==> config.mk <==
export PLATFORM = sky130hd
export DESIGN_NAME = grid_line_walker_unit
export DESIGN_NICKNAME = d
export VERILOG_FILES = /design/src/rtl/glw_pkg.sv /design/src/rtl/glw_ctrl.sv /design/src/rtl/glw_datapath.sv /design/src/rtl/grid_line_walker_unit.sv
export SDC_FILE = /design/constraint.sdc
export NUM_CORES = 1
export LEC_CHECK = 0
export BUFFER_PORTS_ARGS = -buffer_cell sky130_fd_sc_hd__buf_2
export CORE_ASPECT_RATIO = 0.7
export CORE_UTILIZATION = 52
export CTS_CLUSTER_DIAMETER = 80
export DETAILED_ROUTE_END_ITERATION = 10
export PLACE_DENSITY = 0.8
export SLEW_MARGIN = 25
export SYNTH_ARGS = -nofsm -noshare
export SYNTH_HDL_FRONTEND = slang
export SYNTH_SLANG_ARGS = --single-unit
==> constraint.sdc <==
create_clock -name clk -period 3.3 [get_ports clk]
set_input_delay 0.495 -clock clk [delete_from_list [all_inputs] [get_ports clk]]
set_output_delay 0.495 -clock clk [all_outputs]
set_load 0.1 [all_outputs]
==> src/rtl/glw_pkg.sv <==
package glw_pkg;

  localparam int COORD_BITS = 16;
  localparam int MAX_SPAN   = 31;

  // Step counters and spans cover 0..MAX_SPAN.
  localparam int SPAN_BITS  = $clog2(MAX_SPAN + 1);
  // (2*ix+1)*ny stays below 2^(2*SPAN_BITS+1).
  localparam int PROD_BITS  = 2 * SPAN_BITS + 1;
  // Difference of two coordinates needs one extra bit.
  localparam int DIFF_BITS  = COORD_BITS + 1;

  typedef struct packed {
    logic load;     // capture the end points of a new segment
    logic diff;     // form the coordinate differences
    logic prep;     // form spans, directions and the first pixel
    logic advance;  // take one step along the path
  } glw_cmd_t;

  typedef struct packed {
    logic last;     // current pixel ends the run
    logic err;      // current result is a span error
  } glw_status_t;

endpackage

==> src/rtl/glw_ctrl.sv <==
module glw_ctrl (
  input  logic                 clk,
  input  logic                 rst_n,
  input  logic                 in_tvalid,
  output logic                 in_tready,
  output logic                 out_tvalid,
  input  logic                 out_tready,
  input  glw_pkg::glw_status_t status,
  output glw_pkg::glw_cmd_t    cmd
);
  import glw_pkg::*;

  typedef enum logic [1:0] {
    ST_IDLE,
    ST_DIFF,
    ST_PREP,
    ST_EMIT
  } state_t;

  state_t state_r;
  logic   in_tready_r;
  logic   out_tvalid_r;

  assign in_tready  = in_tready_r;
  assign out_tvalid = out_tvalid_r;

  always_comb begin
    cmd         = '0;
    cmd.load    = (state_r == ST_IDLE) && in_tvalid && in_tready_r;
    cmd.diff    = (state_r == ST_DIFF);
    cmd.prep    = (state_r == ST_PREP);
    cmd.advance = (state_r == ST_EMIT) && out_tready && !status.last && !status.err;
  end

  always_ff @(posedge clk) begin
    if (!rst_n) begin
      state_r      <= ST_IDLE;
      in_tready_r  <= 1'b1;
      out_tvalid_r <= 1'b0;
    end else begin
      case (state_r)
        ST_IDLE: begin
          if (in_tvalid && in_tready_r) begin
            state_r     <= ST_DIFF;
            in_tready_r <= 1'b0;
          end
        end
        ST_DIFF: begin
          state_r <= ST_PREP;
        end
        ST_PREP: begin
          state_r      <= ST_EMIT;
          out_tvalid_r <= 1'b1;
        end
        ST_EMIT: begin
          // drop back to idle once the final beat is taken
          if (out_tready && (status.last || status.err)) begin
            state_r      <= ST_IDLE;
            out_tvalid_r <= 1'b0;
            in_tready_r  <= 1'b1;
          end
        end
        default: begin
          state_r      <= ST_IDLE;
          out_tvalid_r <= 1'b0;
          in_tready_r  <= 1'b1;
        end
      endcase
    end
  end

endmodule

==> src/rtl/glw_datapath.sv <==
module glw_datapath (
  input  logic                                clk,
  input  glw_pkg::glw_cmd_t                   cmd,
  input  logic signed [glw_pkg::COORD_BITS-1:0] start_x,
  input  logic signed [glw_pkg::COORD_BITS-1:0] start_y,
  input  logic signed [glw_pkg::COORD_BITS-1:0] end_x,
  input  logic signed [glw_pkg::COORD_BITS-1:0] end_y,
  output logic signed [glw_pkg::COORD_BITS-1:0] pixel_x,
  output logic signed [glw_pkg::COORD_BITS-1:0] pixel_y,
  output glw_pkg::glw_status_t                status
);
  import glw_pkg::*;

  logic signed [COORD_BITS-1:0] sx_r, sy_r, ex_r, ey_r;
  logic signed [DIFF_BITS-1:0]  dx_r, dy_r;
  logic signed [COORD_BITS-1:0] px_r, py_r;
  logic [SPAN_BITS-1:0]         nx_r, ny_r, ix_r, iy_r;
  logic [PROD_BITS-1:0]         ax_r, by_r;
  logic                         x_neg_r, y_neg_r;
  logic                         last_r, err_r;

  logic [DIFF_BITS-1:0]         absx, absy;
  logic                         span_bad;
  logic                         step_x;
  logic [SPAN_BITS-1:0]         ix_nxt, iy_nxt;
  logic signed [COORD_BITS-1:0] incx, incy;

  assign absx     = dx_r[DIFF_BITS-1] ? DIFF_BITS'(-dx_r) : DIFF_BITS'(dx_r);
  assign absy     = dy_r[DIFF_BITS-1] ? DIFF_BITS'(-dy_r) : DIFF_BITS'(dy_r);
  assign span_bad = (absx > DIFF_BITS'(MAX_SPAN)) || (absy > DIFF_BITS'(MAX_SPAN));

  // step x while (2*ix+1)*ny < (2*iy+1)*nx; ties go to y
  assign step_x = ax_r < by_r;
  assign ix_nxt = step_x ? ix_r + SPAN_BITS'(1) : ix_r;
  assign iy_nxt = step_x ? iy_r : iy_r + SPAN_BITS'(1);
  assign incx   = x_neg_r ? '1 : COORD_BITS'(1);
  assign incy   = y_neg_r ? '1 : COORD_BITS'(1);

  always_ff @(posedge clk) begin
    if (cmd.load) begin
      sx_r <= start_x;
      sy_r <= start_y;
      ex_r <= end_x;
      ey_r <= end_y;
    end
    if (cmd.diff) begin
      dx_r <= DIFF_BITS'(ex_r) - DIFF_BITS'(sx_r);
      dy_r <= DIFF_BITS'(ey_r) - DIFF_BITS'(sy_r);
    end
    if (cmd.prep) begin
      nx_r    <= absx[SPAN_BITS-1:0];
      ny_r    <= absy[SPAN_BITS-1:0];
      ix_r    <= '0;
      iy_r    <= '0;
      ax_r    <= PROD_BITS'(absy[SPAN_BITS-1:0]);
      by_r    <= PROD_BITS'(absx[SPAN_BITS-1:0]);
      x_neg_r <= dx_r[DIFF_BITS-1];
      y_neg_r <= dy_r[DIFF_BITS-1];
      err_r   <= span_bad;
      last_r  <= !span_bad && (absx == '0) && (absy == '0);
      px_r    <= span_bad ? '0 : sx_r;
      py_r    <= span_bad ? '0 : sy_r;
    end
    if (cmd.advance) begin
      ix_r   <= ix_nxt;
      iy_r   <= iy_nxt;
      last_r <= (ix_nxt == nx_r) && (iy_nxt == ny_r);
      if (step_x) begin
        px_r <= px_r + incx;
        ax_r <= ax_r + PROD_BITS'({ny_r, 1'b0});
      end else begin
        py_r <= py_r + incy;
        by_r <= by_r + PROD_BITS'({nx_r, 1'b0});
      end
    end
  end

  assign pixel_x     = px_r;
  assign pixel_y     = py_r;
  assign status.last = last_r;
  assign status.err  = err_r;

endmodule

==> src/rtl/grid_line_walker_unit.sv <==
// Four-connected line walker.
// Input channel (in_*): one beat carries a segment, start_x, start_y, end_x,
// end_y, each a 16-bit two's complement coordinate.
// Output channel (out_*): a run of beats, one pixel each, walking from the
// start point to the end point with every step along exactly one axis.
// The final pixel (the end point) carries out_tlast. A run holds
// |dx|+|dy|+1 beats, at most 63 with a span limit of 31.
// If either span exceeds the limit the run is a single beat with out_tuser
// set, zero coordinates and out_tlast low.
// Timing: the segment is captured at the edge that accepts the input beat,
// and the difference and span setup steps are then registered in turn before
// the first pixel is valid. After that one pixel leaves per cycle while the
// receiver takes them; the step decision is an incremental compare of two
// running products, updated with each pixel taken. One segment is in flight
// at a time: in_tready is high only while no run is pending.
// A receiver stall holds the current pixel on out_tdata and freezes the walk.
// Reset (rst_n low, synchronous) returns the controller to idle with
// in_tready high and out_tvalid low; no results are pending after reset.
module grid_line_walker_unit (
  input  logic        clk,
  input  logic        rst_n,
  input  logic        in_tvalid,
  output logic        in_tready,
  input  logic [63:0] in_tdata,   // start_x[15:0], start_y[31:16], end_x[47:32], end_y[63:48]
  output logic        out_tvalid,
  input  logic        out_tready,
  output logic [31:0] out_tdata,  // pixel_x[15:0], pixel_y[31:16]
  output logic        out_tlast,  // last_pixel
  output logic        out_tuser   // span_error
);
  import glw_pkg::*;

  glw_cmd_t                     cmd;
  glw_status_t                  status;
  logic signed [COORD_BITS-1:0] pixel_x, pixel_y;

  glw_ctrl u_ctrl (
    .clk        (clk),
    .rst_n      (rst_n),
    .in_tvalid  (in_tvalid),
    .in_tready  (in_tready),
    .out_tvalid (out_tvalid),
    .out_tready (out_tready),
    .status     (status),
    .cmd        (cmd)
  );

  // unpack the segment, lowest field first
  glw_datapath u_datapath (
    .clk     (clk),
    .cmd     (cmd),
    .start_x (in_tdata[COORD_BITS-1:0]),
    .start_y (in_tdata[2*COORD_BITS-1:COORD_BITS]),
    .end_x   (in_tdata[3*COORD_BITS-1:2*COORD_BITS]),
    .end_y   (in_tdata[4*COORD_BITS-1:3*COORD_BITS]),
    .pixel_x (pixel_x),
    .pixel_y (pixel_y),
    .status  (status)
  );

  assign out_tdata = {pixel_y, pixel_x};
  assign out_tlast = status.last;
  assign out_tuser = status.err;

endmodule

==> flow_metrics.tcl <==
set metrics [dict create \
    stdcell_count 1562 \
    gp_congestion 0.925 \
    n_antenna_cell 0 \
    hold_buffers 0 \
    finalSetupViolations 0 \
    pre_cts_slack_ns -0.109 \
    synth_edf_count 124 \
    max_freq_mhz 320 \
    r2r_slack_ns 0.18 \
    seq_area_frac_synth_pct 42.6 \
    status "finished, final reports clean" \
    critical_path_class "flop to flop" \
    synth.area.top_cells "edfxtp_1 33%, ha_1 9.9%, dfxtp_1 9.9%, xnor2_1 3.5%, a21oi_1 3.2%" \
    drv_slew 0 \
    dp_hpwl_mm 20.6 \
    die_area_mm2 0.0225 \
    reg2reg_from "u_datapath.dx_r[0]" \
    core_mm2 0.0211 \
    drc 0 \
    grt-ovfl-total 0 \
    synth_seq_cells 180 \
    netSwitchingPower_w 0.00573 \
    synth_top_area_cell "edfxtp_1" \
    core.rowCount 44 \
    hp-start "in_tdata[30]" \
    max_stage_delay_ns 0.49 \
    pwr_density_cell_mw_per_mm2 956 \
    post-route-min-period_ns 3.12 \
    cts_tree "done" \
    cp.required_ns 3.63 \
    synth_flop_cell "edfxtp_1" \
    holdPathEnd "u_datapath.sy_r[14]" \
    cp-end-kind "flop" \
    min_path_type "input pin to flop" \
    cts-buffers-inserted 17 \
    netlist_area_mm2 0.0114 \
    crit_buf_inv 3 \
    placed_cells 1529 \
    synth_cell_type_count 78 \
    drive_gt1_share_pct 16.7 \
    die_h_um 126 \
    yosys_warnings 0 \
    crit_path_max_fanout 22 \
    final_util_pct 61.5 \
    fin_skew_ns 0.0111 \
    htreeDepth 4 \
    slew-limit-headroom_pct 57.8 \
    cp-start-kind "flop" \
    slowest_stage "or4b_1" \
    critical_path.top_delay_family "simple AND/OR/NAND/NOR gates" \
    max-cap-violations 0 \
    cts.sinks 180 \
    p_int_w 0.00668 \
    nNetsFinal 1437 \
    track_usage_pct 25.5 \
    clk_pin_slew_worst_paths_ns 0.07 \
    hold_violations 0 \
    io_buffers 103 \
    cts-root-buf "clkbuf_16" \
    reg2reg_depth 12 \
    synth.top_cell.area_share_pct 32.8 \
    p_sw_share_pct 46.1 \
    drtPass1Iterations 5 \
    boundaryPins 104 \
    cp_data_arrival_time_ns 3.45 \
    min_path_cells 1 \
    vias 9458 \
    antenna_left 0 \
    pwr-share-clk_pct 16.3 \
    drt_iter0_drc 1069 \
    seqPwrFrac_pct 31.9 \
    wl_mm 27.9 \
    vdd_ir_drop_max_mv 0.989 \
    final.setup.worst_slack_ns 0.177 \
    finalCritPeriodShare_pct 94.6 \
    antenna_found_initial 0 \
    avgViaCountPerCell 6.06 \
    syn_area_per_cell_um2 9.85 \
    insertion_delay_ns 0.44 \
    clockBufferDepth 2 \
    startpoint "u_datapath.dx_r[0]" \
    p_comb_share_pct 51.7 \
    syn-num-nets 1318 \
    leakagePower_nw 5.39 \
    tightest_slew_ns 0.617 \
    die_width_um 179 \
    fill_cells 1709 \
    ys_async_sr_fraction_pct 0 \
    grt_max_degree 47 \
    grt_pass1_wl_mm 44.6 \
    initial_utilization_pct 53.9 \
    synth_most_common_cell "edfxtp_1" \
    crit_chain "inv_1 -> ha_1 -> or4b_1 -> buf_4 -> nor4_2 -> or3_1 -> nand4_1 -> nor4_4 -> and2_2 -> nand3_2 -> buf_12 -> o41ai_1" \
    area_growth_pct 14.2 \
    grt_pass1_vias 8674 \
    wl_per_cell_um 17.9 \
    syn_inst 1154 \
    synth_common_cells "124 x edfxtp_1, 96 x nor2_1, 90 x ha_1" \
    rsz0062_at_grt "yes" \
    r2r_end "u_datapath.pixel_x[1]" \
]
## flip-flops by register name, summed over array words and instances (netlist names), 16 cells and up
signal,cells
u_datapath.dy_r,17
u_datapath.pixel_x,16
u_datapath.sx_r,16
u_datapath.ey_r,16
u_datapath.dx_r,17
u_datapath.ex_r,16
u_datapath.pixel_y,16
u_datapath.sy_r,16
## kinds of logic after synthesis
logic type      Yosys count  synth area share, %
fa+ha+maj                96                 11.0
compound gates          312                 19.4
xor+xnor                 72                 5.55
simple gates            352                 15.9
buf+inv                 130                 4.49
flops                   180                 42.6
mux                      12                 1.07
## power groups by stage
stage	sequential, W	clock, W	combinational, W
6_report	0.00396	0.00203	0.00642
5_1_grt	0.00403	0.00216	0.00701
4_1_cts	0.00393	0.00206	0.00634
3_5_place_dp	0.00397	0	0.00627
3_3_place_gp	0.00395	0	0.00611
2_1_floorplan	0.00484	0	0.00383
## worst reg2reg max path, stage by stage, from the launching register on
cell and delay, ns:
edfxtp_1 0.41, inv_1 0.10, ha_1 0.18, or4b_1 0.49, buf_4 0.19, nor4_2 0.16, or3_1 0.14, nand4_1 0.14
nor4_4 0.37, and2_2 0.22, nand3_2 0.09, buf_12 0.19, o41ai_1 0.33
## through the flow
step | total power [W] | hold WS, ns | setup TNS (ns) | area (um^2)
after floorplan | 0.00866 | 0.424 | 0 | 11400
after global placement | 0.0101 | 0.462 | 0 | 12400
after detailed placement | 0.0102 | 0.474 | -1.36 | 12400
after CTS | 0.0123 | 0.211 | 0 | 13000
after global routing | 0.0132 | 0.201 | -0.0294 | 13000
final | 0.0124 | 0.229 | 0 | 13000
## how the worst max path moves through the flow
stage | endpoint | slack (ns) | depth (start not counted)
2_1_floorplan | u_datapath.ex_r[0] | 0.19 | 1
3_3_place_gp | u_datapath.pixel_x[1] | 0.03 | 10
3_5_place_dp | u_datapath.pixel_x[2] | -0.11 | 10
4_1_cts | u_datapath.last_r | 0.14 | 11
5_1_grt | u_datapath.pixel_x[2] | -0.03 | 12
6_report | u_datapath.pixel_x[1] | 0.18 | 12
## cell usage in the layout (no fill, tap or decap), types with 5 or more instances in the layout
master     Yosys  layout
and3_1        25      24
buf_2          6     103
nand2b_1      12      12
o31ai_1        9       9
a21o_1        18      18
or2_2          6       6
nor4_1         9       8
and2_1         9       9
ha_1          90      89
o41ai_2       17      18
or3_1         11      11
o21ai_1       28      28
o21a_1        16      16
buf_4          0      35
mux2i_1       11      11
a31oi_1       28      28
nand2_1       55      55
nand3_1       25      25
nor2b_1       16      16
edfxtp_1     124     124
xnor2_1       45      45
nand4_1       22      22
a211oi_1      10      10
clkbuf_16      0      17
dfxtp_1       56      56
a211o_1        8       8
nor2_1        96      94
o21ai_0       32      32
fa_1           6       6
inv_2          5       5
nor3_1        41      41
o211ai_1      12      12
inv_1         85      85
a21oi_1       73      73
xor2_1        27      27
## final cells by class
| cell class | count | area (um^2) | area share (%) |
|---|---|---|---|
| multi-input cells | 844 | 6050 | 46.6 |
| well taps | 276 | 345 | 2.66 |
| repair buffers | 140 | 818 | 6.31 |
| clock buffers | 18 | 439 | 3.38 |
| inverters | 90 | 338 | 2.60 |
| flip-flops and latches | 180 | 4840 | 37.3 |
| clock inverters | 14 | 143 | 1.10 |
## layer usage
metal  wire (um)  vias to the layer above  GRT usage, %  part of all wire [%]
met2       11700                      422          36.0                    42
li1            -                     4557             -                     -
met1       13300                     4440          38.7                    48
met4         483                        0          7.63                   1.7
met5           0                        -             0                     0
met3        2460                       39          5.98                   8.8
## what timing repair did
action / 4_1_cts / 5_1_grt
gates resized for setup: 0 / 3
endpoints found under the setup margin: 20 / 7
pin swaps: 1 / 0
buffers inserted: 1 / 0
endpoints found under the hold margin: 0 / 0
No activity file was read; power rests on OpenSTA's default activity.
